`config.mk`:
```
export PLATFORM = sky130hd
export DESIGN_NAME = serial_line_editor_top
export DESIGN_NICKNAME = d
export VERILOG_FILES = /design/src/rtl/sle_pkg.sv /design/src/rtl/serial_line_editor_top.sv /design/src/rtl/sle_store.sv /design/src/rtl/sle_edit.sv /design/src/rtl/sle_emit.sv
export SDC_FILE = /design/constraint.sdc
export NUM_CORES = 2
export LEC_CHECK = 0
export CAP_MARGIN = 15
export CORE_MARGIN = 8
export CORE_UTILIZATION = 55
export DETAILED_ROUTE_END_ITERATION = 10
export DONT_BUFFER_PORTS = 1
export PLACE_DENSITY = 0.7
export SLEW_MARGIN = 20
export SYNTH_ARGS = -nofsm -noshare
export SYNTH_HDL_FRONTEND = slang
export SYNTH_HIERARCHICAL = 1
export SYNTH_SLANG_ARGS = --single-unit
export TNS_END_PERCENT = 50
```
`constraint.sdc`:
```
create_clock -name aclk -period 5.4 [get_ports aclk]
set_input_delay 1.08 -clock aclk [delete_from_list [all_inputs] [get_ports aclk]]
set_output_delay 1.08 -clock aclk [all_outputs]
set_load 0.05 [all_outputs]
```
`src/rtl/sle_pkg.sv`:
```
// ----------------------------------------------------------------------------
// sle_pkg
// Shared types, key codes and result descriptors for the serial line editor.
// ----------------------------------------------------------------------------
package sle_pkg;

    localparam int LINE_MAX_DEF   = 256;
    localparam int HIST_DEPTH_DEF = 10;

    localparam logic [7:0] KEY_ESC     = 8'h1B;
    localparam logic [7:0] KEY_BRACKET = 8'h5B;
    localparam logic [7:0] KEY_UP      = 8'h41;
    localparam logic [7:0] KEY_DOWN    = 8'h42;
    localparam logic [7:0] KEY_CR      = 8'h0D;
    localparam logic [7:0] KEY_BS      = 8'h08;
    localparam logic [7:0] KEY_SPACE   = 8'h20;
    localparam logic [7:0] KEY_TILDE   = 8'h7E;

    typedef enum logic [1:0] {
        KIND_ECHO = 2'd0,
        KIND_LINE = 2'd1,
        KIND_READ = 2'd2
    } kind_t;

    // What one accepted item produces on the result side
    typedef enum logic [2:0] {
        OP_READ      = 3'd0,
        OP_LINE      = 3'd1,
        OP_BS        = 3'd2,
        OP_ECHO      = 3'd3,
        OP_ECHO_LINE = 3'd4
    } op_t;

    typedef struct packed {
        op_t         op;
        logic [7:0]  chr;
        logic [8:0]  len;
        logic [4:0]  hist;
    } desc_t;

    function automatic logic [1:0] op_count(input op_t op);
        logic [1:0] n;
        unique case (op)
            OP_BS:        n = 2'd3;
            OP_ECHO_LINE: n = 2'd2;
            default:      n = 2'd1;
        endcase
        return n;
    endfunction

endpackage

```
`src/rtl/serial_line_editor_top.sv`:
```
// ----------------------------------------------------------------------------
// serial_line_editor_top
// Terminal line editor: echo, backspace, arrow history position, line store.
// ----------------------------------------------------------------------------
// An input item's first result is offered in the cycle after acceptance.
// Results: one item per cycle while m_tready is high, 1 to 3 per input,
//   as the result register sets; an input with no result leaves it free.
// Reset: clears escape, arrow, line count, history, result valid and index;
//   the store is not cleared.
module serial_line_editor_top
    import sle_pkg::*;
#(
    parameter int LINE_MAX   = LINE_MAX_DEF,
    parameter int HIST_DEPTH = HIST_DEPTH_DEF
) (
    input  logic        aclk,
    input  logic        aresetn,
    input  logic        s_tvalid,
    output logic        s_tready,
    input  logic        s_tuser,    // command
    input  logic [15:0] s_tdata,    // rx_byte[7:0], read_index[15:8]
    output logic        m_tvalid,
    input  logic        m_tready,
    output logic        m_tlast,
    output logic [1:0]  m_tuser,    // kind
    output logic [23:0] m_tdata     // data_byte[7:0], line_length[16:8],
                                    // history_pos[21:17], zero[23:22]
);

    localparam int AW = $clog2(LINE_MAX);

    logic          acc;
    logic          load;
    logic          free;
    desc_t         desc;
    logic          wr_en;
    logic [AW-1:0] wr_addr;
    logic [7:0]    rd_data;

    assign s_tready = free;
    assign acc      = s_tvalid && s_tready;

    sle_edit #(
        .LINE_MAX   (LINE_MAX),
        .HIST_DEPTH (HIST_DEPTH)
    ) u_edit (
        .aclk    (aclk),
        .aresetn (aresetn),
        .acc     (acc),
        .command (s_tuser),
        .rx_byte (s_tdata[7:0]),
        .load    (load),
        .desc    (desc),
        .wr_en   (wr_en),
        .wr_addr (wr_addr)
    );

    sle_store #(
        .LINE_MAX (LINE_MAX)
    ) u_store (
        .aclk     (aclk),
        .wr_en    (wr_en),
        .wr_addr  (wr_addr),
        .wr_data  (s_tdata[7:0]),
        .rd_en    (acc && s_tuser),
        .rd_index (s_tdata[15:8]),
        .rd_data  (rd_data)
    );

    sle_emit u_emit (
        .aclk     (aclk),
        .aresetn  (aresetn),
        .load     (load),
        .desc_in  (desc),
        .rd_data  (rd_data),
        .free     (free),
        .m_tready (m_tready),
        .m_tvalid (m_tvalid),
        .m_tlast  (m_tlast),
        .m_tuser  (m_tuser),
        .m_tdata  (m_tdata)
    );

endmodule

```
`src/rtl/sle_store.sv`:
```
// ----------------------------------------------------------------------------
// sle_store
// Line store: one write port, one read port with registered read data.
// ----------------------------------------------------------------------------
module sle_store
    import sle_pkg::*;
#(
    parameter int LINE_MAX = LINE_MAX_DEF
) (
    input  logic                        aclk,
    input  logic                        wr_en,
    input  logic [$clog2(LINE_MAX)-1:0] wr_addr,
    input  logic [7:0]                  wr_data,
    input  logic                        rd_en,
    input  logic [7:0]                  rd_index,
    output logic [7:0]                  rd_data
);

    localparam int AW = $clog2(LINE_MAX);
    localparam int XW = ((AW > 8) ? AW : 8) + 1;

    logic [7:0]    mem [LINE_MAX];
    logic [XW-1:0] idx_ext;
    logic          in_range;

    assign idx_ext  = XW'(rd_index);
    assign in_range = idx_ext < XW'(LINE_MAX);

    always_ff @(posedge aclk) begin
        if (wr_en) begin
            mem[wr_addr] <= wr_data;
        end
    end

    // Indexes beyond the store read as zero
    always_ff @(posedge aclk) begin
        if (rd_en) begin
            rd_data <= in_range ? mem[idx_ext[AW-1:0]] : 8'h00;
        end
    end

endmodule

```
`src/rtl/sle_edit.sv`:
```
// ----------------------------------------------------------------------------
// sle_edit
// Edit state: escape decoding, history position, line count and store write.
// ----------------------------------------------------------------------------
module sle_edit
    import sle_pkg::*;
#(
    parameter int LINE_MAX   = LINE_MAX_DEF,
    parameter int HIST_DEPTH = HIST_DEPTH_DEF
) (
    input  logic                        aclk,
    input  logic                        aresetn,
    input  logic                        acc,
    input  logic                        command,
    input  logic [7:0]                  rx_byte,
    output logic                        load,
    output desc_t                       desc,
    output logic                        wr_en,
    output logic [$clog2(LINE_MAX)-1:0] wr_addr
);

    localparam int AW  = $clog2(LINE_MAX);
    localparam int HPW = $clog2(HIST_DEPTH + 1);

    logic           esc_reg,   esc_next;
    logic           arrow_reg, arrow_next;
    logic [AW-1:0]  count_reg, count_next;
    // history position plus one: zero means no recall
    logic [HPW-1:0] hist_reg,  hist_next;

    always_ff @(posedge aclk) begin
        if (!aresetn) begin
            esc_reg   <= 1'b0;
            arrow_reg <= 1'b0;
            count_reg <= '0;
            hist_reg  <= '0;
        end else begin
            esc_reg   <= esc_next;
            arrow_reg <= arrow_next;
            count_reg <= count_next;
            hist_reg  <= hist_next;
        end
    end

    assign wr_addr = count_reg;

    always_comb begin
        esc_next   = esc_reg;
        arrow_next = arrow_reg;
        count_next = count_reg;
        hist_next  = hist_reg;
        load       = 1'b0;
        wr_en      = 1'b0;
        desc.op    = OP_READ;
        desc.chr   = rx_byte;
        desc.len   = 9'(count_reg);
        if (acc) begin
            if (command) begin
                load    = 1'b1;
                desc.op = OP_READ;
            end else if (esc_reg) begin
                arrow_next = (rx_byte == KEY_BRACKET);
                esc_next   = 1'b0;
            end else if (arrow_reg) begin
                if (rx_byte == KEY_UP && hist_reg != HPW'(HIST_DEPTH)) begin
                    hist_next = hist_reg + HPW'(1);
                end else if (rx_byte == KEY_DOWN && hist_reg != '0) begin
                    hist_next = hist_reg - HPW'(1);
                end
                arrow_next = 1'b0;
            end else if (rx_byte == KEY_CR) begin
                load       = 1'b1;
                desc.op    = OP_LINE;
                count_next = '0;
            end else if (rx_byte == KEY_BS) begin
                if (count_reg != '0) begin
                    load       = 1'b1;
                    desc.op    = OP_BS;
                    count_next = count_reg - AW'(1);
                end
            end else if (rx_byte == KEY_ESC) begin
                esc_next = 1'b1;
            end else if (rx_byte >= KEY_SPACE && rx_byte <= KEY_TILDE) begin
                load  = 1'b1;
                wr_en = 1'b1;
                if (count_reg == AW'(LINE_MAX - 1)) begin
                    // store full: report the line and empty it
                    desc.op    = OP_ECHO_LINE;
                    desc.len   = 9'(LINE_MAX);
                    count_next = '0;
                end else begin
                    desc.op    = OP_ECHO;
                    count_next = count_reg + AW'(1);
                end
            end
        end
        desc.hist = 5'(hist_next) - 5'd1;
    end

    a_esc_arrow_excl: assert property (@(posedge aclk) disable iff (!aresetn)
        !(esc_reg && arrow_reg))
        else $error("escape and arrow sequence both pending");

    a_hist_range: assert property (@(posedge aclk) disable iff (!aresetn)
        hist_reg <= HPW'(HIST_DEPTH))
        else $error("history position beyond depth");

    a_count_range: assert property (@(posedge aclk) disable iff (!aresetn)
        count_reg <= AW'(LINE_MAX - 1))
        else $error("line count beyond store");

endmodule

```
`src/rtl/sle_emit.sv`:
```
// ----------------------------------------------------------------------------
// sle_emit
// Result register: holds one descriptor and hands out its results in order.
// ----------------------------------------------------------------------------
module sle_emit
    import sle_pkg::*;
(
    input  logic        aclk,
    input  logic        aresetn,
    input  logic        load,
    input  desc_t       desc_in,
    input  logic [7:0]  rd_data,
    output logic        free,
    input  logic        m_tready,
    output logic        m_tvalid,
    output logic        m_tlast,
    output logic [1:0]  m_tuser,
    output logic [23:0] m_tdata
);

    logic       valid_reg, valid_next;
    logic [1:0] idx_reg,   idx_next;
    desc_t      desc_reg,  desc_next;
    logic [1:0] cnt;
    kind_t      kind;
    logic [7:0] data_out;
    logic [8:0] len_out;

    always_ff @(posedge aclk) begin
        if (!aresetn) begin
            valid_reg <= 1'b0;
            idx_reg   <= 2'd0;
        end else begin
            valid_reg <= valid_next;
            idx_reg   <= idx_next;
        end
    end

    always_ff @(posedge aclk) begin
        desc_reg <= desc_next;
    end

    assign cnt      = op_count(desc_reg.op);
    assign m_tvalid = valid_reg;
    assign m_tlast  = (idx_reg == cnt - 2'd1);
    assign free     = !valid_reg || (m_tready && m_tlast);

    always_comb begin
        valid_next = valid_reg;
        idx_next   = idx_reg;
        desc_next  = desc_reg;
        if (load) begin
            valid_next = 1'b1;
            idx_next   = 2'd0;
            desc_next  = desc_in;
        end else if (valid_reg && m_tready) begin
            if (m_tlast) begin
                valid_next = 1'b0;
            end else begin
                idx_next = idx_reg + 2'd1;
            end
        end
    end

    always_comb begin
        kind     = KIND_ECHO;
        data_out = 8'h00;
        len_out  = 9'd0;
        unique case (desc_reg.op)
            OP_READ: begin
                kind     = KIND_READ;
                data_out = rd_data;
            end
            OP_LINE: begin
                kind    = KIND_LINE;
                len_out = desc_reg.len;
            end
            OP_BS: begin
                data_out = (idx_reg == 2'd1) ? KEY_SPACE : KEY_BS;
            end
            OP_ECHO: begin
                data_out = desc_reg.chr;
            end
            OP_ECHO_LINE: begin
                if (idx_reg == 2'd0) begin
                    data_out = desc_reg.chr;
                end else begin
                    kind    = KIND_LINE;
                    len_out = desc_reg.len;
                end
            end
            default: begin
                kind = KIND_ECHO;
            end
        endcase
    end

    assign m_tuser = kind;
    assign m_tdata = {2'b00, desc_reg.hist, len_out, data_out};

    a_idx_range: assert property (@(posedge aclk) disable iff (!aresetn)
        valid_reg |-> (idx_reg < cnt))
        else $error("result index beyond descriptor count");

    a_load_free: assert property (@(posedge aclk) disable iff (!aresetn)
        load |-> free)
        else $error("descriptor loaded over pending results");

    a_drain: assert property (@(posedge aclk) disable iff (!aresetn)
        (valid_reg && m_tready && m_tlast && !load) |=> !valid_reg)
        else $error("result register not emptied after final item");

endmodule
```
# After elaboration in Yosys (flattened, before gate mapping)
# Memories as Yosys holds them, arrays and structs flattened. A register that Yosys moved wholly into a read port is not among the register bits.
# Index checks and enable logic that the tools add are counted.
# op_classes
eq_ne,16
n_reduce_logical,25
muxes,61
order_cmp,3
n_addsub,7
bitwise,7
# ops
op,n
$mux 8,15
$pmux 8 s4,1
$mux 1,28
$eq 8x7->1 const B,3
$mux 4,6
$mux 9,2
$pmux 9 s2,1
$eq 8x4->1 const B,2
$mux 3,4
$lt 8x9->1 const B,1
$add 8x1->8 const B,1
$eq 8x5->1 const B,1
$eq 8x8->1 const B,1
$ge 8x6->1 const B,1
$le 8x7->1 const B,1
$reduce_bool 8->1,1
$reduce_or 8->1,1
$sub 8x1->8 const B,1
$logic_and 1x1->1,7
$not 1->1,7
$reduce_and 7->1,1
$eq 3x2->1 const B,2
$mux 6,1
$pmux 2 s3,1
other kinds (25),29
# totals
mem_bits_rw,2048
regBits,42
mem_count,1
word_cells,132
# memory_table
name,depth,width,rd,rd_clocked_by_memory_dff,wr,line_no,text
u_store.mem,256,8,1,1,1,sle_store.sv:22,logic [7:0] mem [LINE_MAX];

# Logic depth before layout (Yosys ltp)
# depth
depth_word,12
depth_mapped,14

# Modules after synthesis
# Netlist, hierarchy kept.
# modules_own_cells
module,instances,area_per_inst_um2,cells_each,seq_area_each_um2
sle_store,1,79636.4,3733,61739.2
sle_edit,1,1457.6,186,280.3
sle_emit,1,1375.1,111,810.8
serial_line_editor_top,1,12.5,2,0.0

# Worst setup path before layout
# No wires, ideal clock.
# synth_path
path_kind,flip-flop to flip-flop
start,register u_emit/desc_reg[23] (netlist name)
end,"memory u_store.mem[234][0], enable pin"
slack_ps,750
path_buffers,3
path_stages_with_launch,14
required_ps,5030
t_arrival_ps,4280
path_cell_list,edfxtp_1 -> nor2_2 -> mux2i_1 -> o311ai_2 -> a21bo_1 -> and2_1 -> nand2b_1 -> nand2b_1 -> nor4_1 -> clkbuf_1 -> buf_1 -> nand3_1 -> clkbuf_1 -> nor2_1
# synth_via
elab_chain_len,10
word_cells_on_any_way,11
cone_classes,1 x add/sub; 3 x eq/ne; 4 x mux; 3 x reduce/logical
# synth_rtl
element,line_no,text
start: declaration,sle_emit.sv:23,"desc_t desc_reg, desc_next;"
start signal: assignment,sle_emit.sv:40,desc_reg <= desc_next;
$eq 3x3->1 / $eq 3x2->1 (equally long branches),sle_pkg.sv:43,unique case (op)
$pmux 2 s2 *,sle_pkg.sv:43,
$sub 2x1->2 *,sle_emit.sv:45,assign m_tlast = (idx_reg == cnt - 2'd1);
$eq 2x2->1 *,sle_emit.sv:45,
net m_tlast,serial_line_editor_top.sv:24,"output logic m_tlast,"
$logic_and 1x1->1 *,sle_emit.sv:46,assign free = !valid_reg || (m_tready && m_tlast);
$logic_or 1x1->1 *,sle_emit.sv:46,
net s_tready,serial_line_editor_top.sv:19,"output logic s_tready,"
$logic_and 1x1->1 *,serial_line_editor_top.sv:41,assign acc = s_tvalid && s_tready;
net acc,serial_line_editor_top.sv:32,logic acc;
$mux 1 *,sle_edit.sv:57,if (acc) begin
net wr_en,serial_line_editor_top.sv:36,logic wr_en;
$mux 1 *,sle_store.sv:30,if (wr_en) begin
$mux 1 (implied by the code) *,sle_store.sv:31,mem[wr_addr] <= wr_data;
end: declaration,sle_store.sv:22,
# Mark *: on every way through the listed nets, which the timed path passes. The rest lies on a longest branch.

# Worst setup path in the final report
# layout_path
start,register u_emit/desc_reg[23] (netlist name)
end,"memory u_store.mem[205][0], enable pin"
# layout_via
elab_chain_len,10
word_cells_on_any_way,11
cone_classes,1 x add/sub; 3 x eq/ne; 4 x mux; 3 x reduce/logical
# layout_rtl
element,line_no
$eq 3x3->1 / $eq 3x2->1 (equally long branches),sle_pkg.sv:43
$pmux 2 s2 *,sle_pkg.sv:43
$sub 2x1->2 *,sle_emit.sv:45
$eq 2x2->1 *,sle_emit.sv:45
$logic_and 1x1->1 *,sle_emit.sv:46
$logic_or 1x1->1 *,sle_emit.sv:46
$logic_and 1x1->1 *,serial_line_editor_top.sv:41
net acc,serial_line_editor_top.sv:32
$mux 1 *,sle_edit.sv:57
net wr_en,serial_line_editor_top.sv:36
$mux 1 *,sle_store.sv:30
$mux 1 (implied by the code) *,sle_store.sv:31
# Marked as above.

==> summary.txt <==
Run status
  • Status: finished, final reports clean

Yosys
  • Yosys top cell area share: 75.8%
  • Avg Cell Area, Syn: 20.5 µm²
  • Mapped Area: 0.0825 mm²
  • Yosys warning total: 6
  • Synth top area cells: edfxtp_1 76%, mux4_2 12%, mux2i_1 1.7%
  • Distinct cells, synth: 90
  • Mapped Cells: 4,032
  • Post-synth top area cell: edfxtp_1
  • Seq/Total Area, Yosys: 76.2%
  • Async SR Flop Fraction: 0%
  • Number of flops mapped to enable cells by yosys: 2,081
  • Most used DFF post-synth: edfxtp_1
  • #FFs+latches synth: 2,098

Global routing
  • Initial antenna violation count: 4
  • Gr usage total: 23.7%
  • Vias in the first global route: 40,300
  • First-pass GRT wire length: 283 mm
  • Pin count of the biggest net entering global routing: 579
  • GRT overflow: 0

Finish
  • Syn-to-layout area delta: 9.57%
  • Most frequent cells in the layout: 2,081 x edfxtp_1, 454 x mux4_2, 297 x nor2_1
  • Max reg flops: 2,048
  • Final nets: 4,077
  • Fin cells: 6,228
  • Fin area: 0.0904 mm²
  • Layout cells sized above 1: 20.4%
  • Commonest non-fill, non-tap cell in the layout: edfxtp_1
  • Final core utilization: 60.5%

Placement
  • Routability Congestion: 0.836
  • Dpl hpwl: 107 mm
  • Dpl cells: 5,858
  • Area after DPL: 0.0840 mm²
  • # port buffers: 0

Routing
  • Drt wl/cell: 31.6 µm
  • Router iterations before antenna repair: 6
  • WL final: 197 mm
  • 1st-iter DRT viols: 5,118
  • Vias per cell: 6.62
  • Routed via count: 41,200
  • ANT nets after route: 0
  • Remaining DRCs: 0

Worst setup path
  • Crit path max-delay family: simple AND/OR/NAND/NOR gates
  • Crit. End Element: flop
  • CP arrival: 5.53 ns
  • CP required: 5.84 ns
  • Worst path bufs/invs: 3
  • CP Class: reg2reg
  • CP peak stage delay: 0.88 ns
  • Worst Path Max Fanout: 20
  • Crit path cell chain: nor2_2, mux2i_1, o311ai_2, buf_4, a21bo_1, buf_4, and2_1, nand2b_1, nand2b_1, nor4_2, buf_4, nand4_1, nor2_1
  • Critical path startpoint category: flop
  • Critical Path Most Common Cell: buf_4
  • Slowest library cell on the worst path: nor2_1

Clocking
  • Clock buffer count from CTS: 198
  • H-Tree Depth: 4
  • Worst-Skew Late Latency: 0.82 ns
  • CTS Hold Bufs: 0
  • # clock sinks: 2,098
  • Worst-path clk slew: 0.06 ns
  • Post-CTS Setup Bufs: 0
  • CTS resizes: 0
  • CTS tree: done
  • CTS root buf: clkbuf_16
  • Deepest clock path buffer count: 3

Power
  • NetSw: 6.59 mW
  • Clock share of power: 41.4%
  • Leakage power: 27.7 nW
  • Power, Total: 32.6 mW
  • Net Sw Frac: 20.2%
  • Combinational group share of total power: 3.5%
  • Power Density: 360 mW/mm²
  • Reg power frac: 55.2%
  • Int Power: 26.0 mW
  • Peak ir drop on the vdd network: 283 µV

Hold path
  • Worst hold path type: in2reg

Floorplanning
  • Full die area: 0.163 mm²
  • I/O pin count: 50
  • Die width: 403 µm
  • Starting Density: 55.2%
  • Die Height: 403 µm
  • Core area: 0.149 mm²
  • # rows: 142

STA
  • Slew @ Worst Pin: 1.39 ns
  • Period minus WS final: 5.09 ns
  • Period utilisation layout: 94.3%
  • RSZ-0062 raised after global routing: false
  • Final Setup Violations: 0
  • Slew Limit Fails: 0
  • Total negative setup slack: 0 ns
  • Slew HR: 7.46%
  • Final clock skew: 0.0362 ns
  • Final Hold Viols: 0
  • Max frequency: 0.196 GHz

Flow run
  • Max-cap viol count: 0
## worst reg2reg max path: cells and delay by family, from the launching register on
family	cells	cell delay (ns)
muxes	1	0.14
AOI/OAI and AO/OA	2	0.43
DFF	1	0.59
buffers and inverters	3	0.78
and+or+nand+nor	7	2.77
## area by class of cell
type	count	area, µm²
sequential	2098	62800
multi-input combinational	1661	18000
timing repair buffer	74	666
inverter	14	52.6
fill	10300	59000
clock buffer	246	5140
clock inverter	118	1110
antenna	1	2.50
tap	2016	2520
## routing by layer
metal	up-vias	wire, µm	track usage [%]
met5	-	13	0
met2	2333	93400	37.0
met3	330	20600	5.58
met1	21800	76200	33.5
met4	2	6370	7.55
li1	16800	-	-
## synth_stat cells (6+ instances only)
| cell type | count |
|---|---|
| mux4_2 | 454 |
| ha_1 | 9 |
| buf_1 | 22 |
| a31oi_1 | 10 |
| buf_6 | 26 |
| nand2_1 | 60 |
| o22ai_1 | 30 |
| a211oi_1 | 16 |
| nor3_1 | 29 |
| nand4_1 | 14 |
| a21oi_1 | 103 |
| nand2b_1 | 11 |
| nor2_1 | 300 |
| nor2b_1 | 35 |
| a221oi_1 | 13 |
| edfxtp_1 | 2081 |
| a22o_1 | 8 |
| clkbuf_1 | 112 |
| xnor2_1 | 6 |
| a22oi_1 | 139 |
| buf_4 | 44 |
| buf_8 | 13 |
| buf_2 | 34 |
| o21ai_1 | 11 |
| o21ai_0 | 16 |
| nor4_1 | 29 |
| o211ai_1 | 10 |
| mux2i_1 | 142 |
| o221ai_1 | 46 |
| dfxtp_1 | 17 |
| buf_12 | 8 |
| inv_1 | 13 |
| nand3_1 | 42 |
| and3_1 | 6 |
| and2_1 | 24 |
## cell families (layout without fill, tap and decap cells)
logic type / after synthesis / count (layout) / synth area share (%)
compound gates: 441 / 441 / 3.77
xor+xnor: 7 / 7 / 0.0743
fa+ha+maj: 9 / 9 / 0.137
buf+inv: 274 / 452 / 2.08
flops: 2098 / 2098 / 76.2
mux: 600 / 600 / 14.2
other cells: 1 / 3 / 0.00455
simple gates: 602 / 602 / 3.54
## power by group through the flow
stage	Sequential, mW	Clock (mW)	Combinational, mW
after floorplan	18.3	0	0.940
after global placement	18.3	0	0.970
after detailed placement	18.3	0	0.981
after CTS	18.0	13.6	0.987
after global routing	18.0	14.3	1.17
final	18.0	13.5	1.13
## stage by stage
step	setup slack (ns)	hold WS, ns
3_5_place_dp	0.431	0.512
4_1_cts	0.404	0.304
5_1_grt	0.103	0.325
6_report	0.310	0.360
2_1_floorplan	0.750	0.483
3_3_place_gp	0.607	0.515
## worst paths after layout
kind / from / endpoint / slack (ns) / depth (start not counted)
setup / recovery: u_emit/desc_reg[23] / u_store/mem[205][0] / 0.31 / 13
hold / removal: m_tready / u_emit/m_tvalid / 0.36 / 1
setup reg to reg: u_emit/desc_reg[23] / u_store/mem[205][0] / 0.31 / 13
hold reg to reg: u_emit/idx_reg[1] / u_emit/idx_reg[1] / 0.54 / 2
No activity file was read; power rests on OpenSTA's default activity.
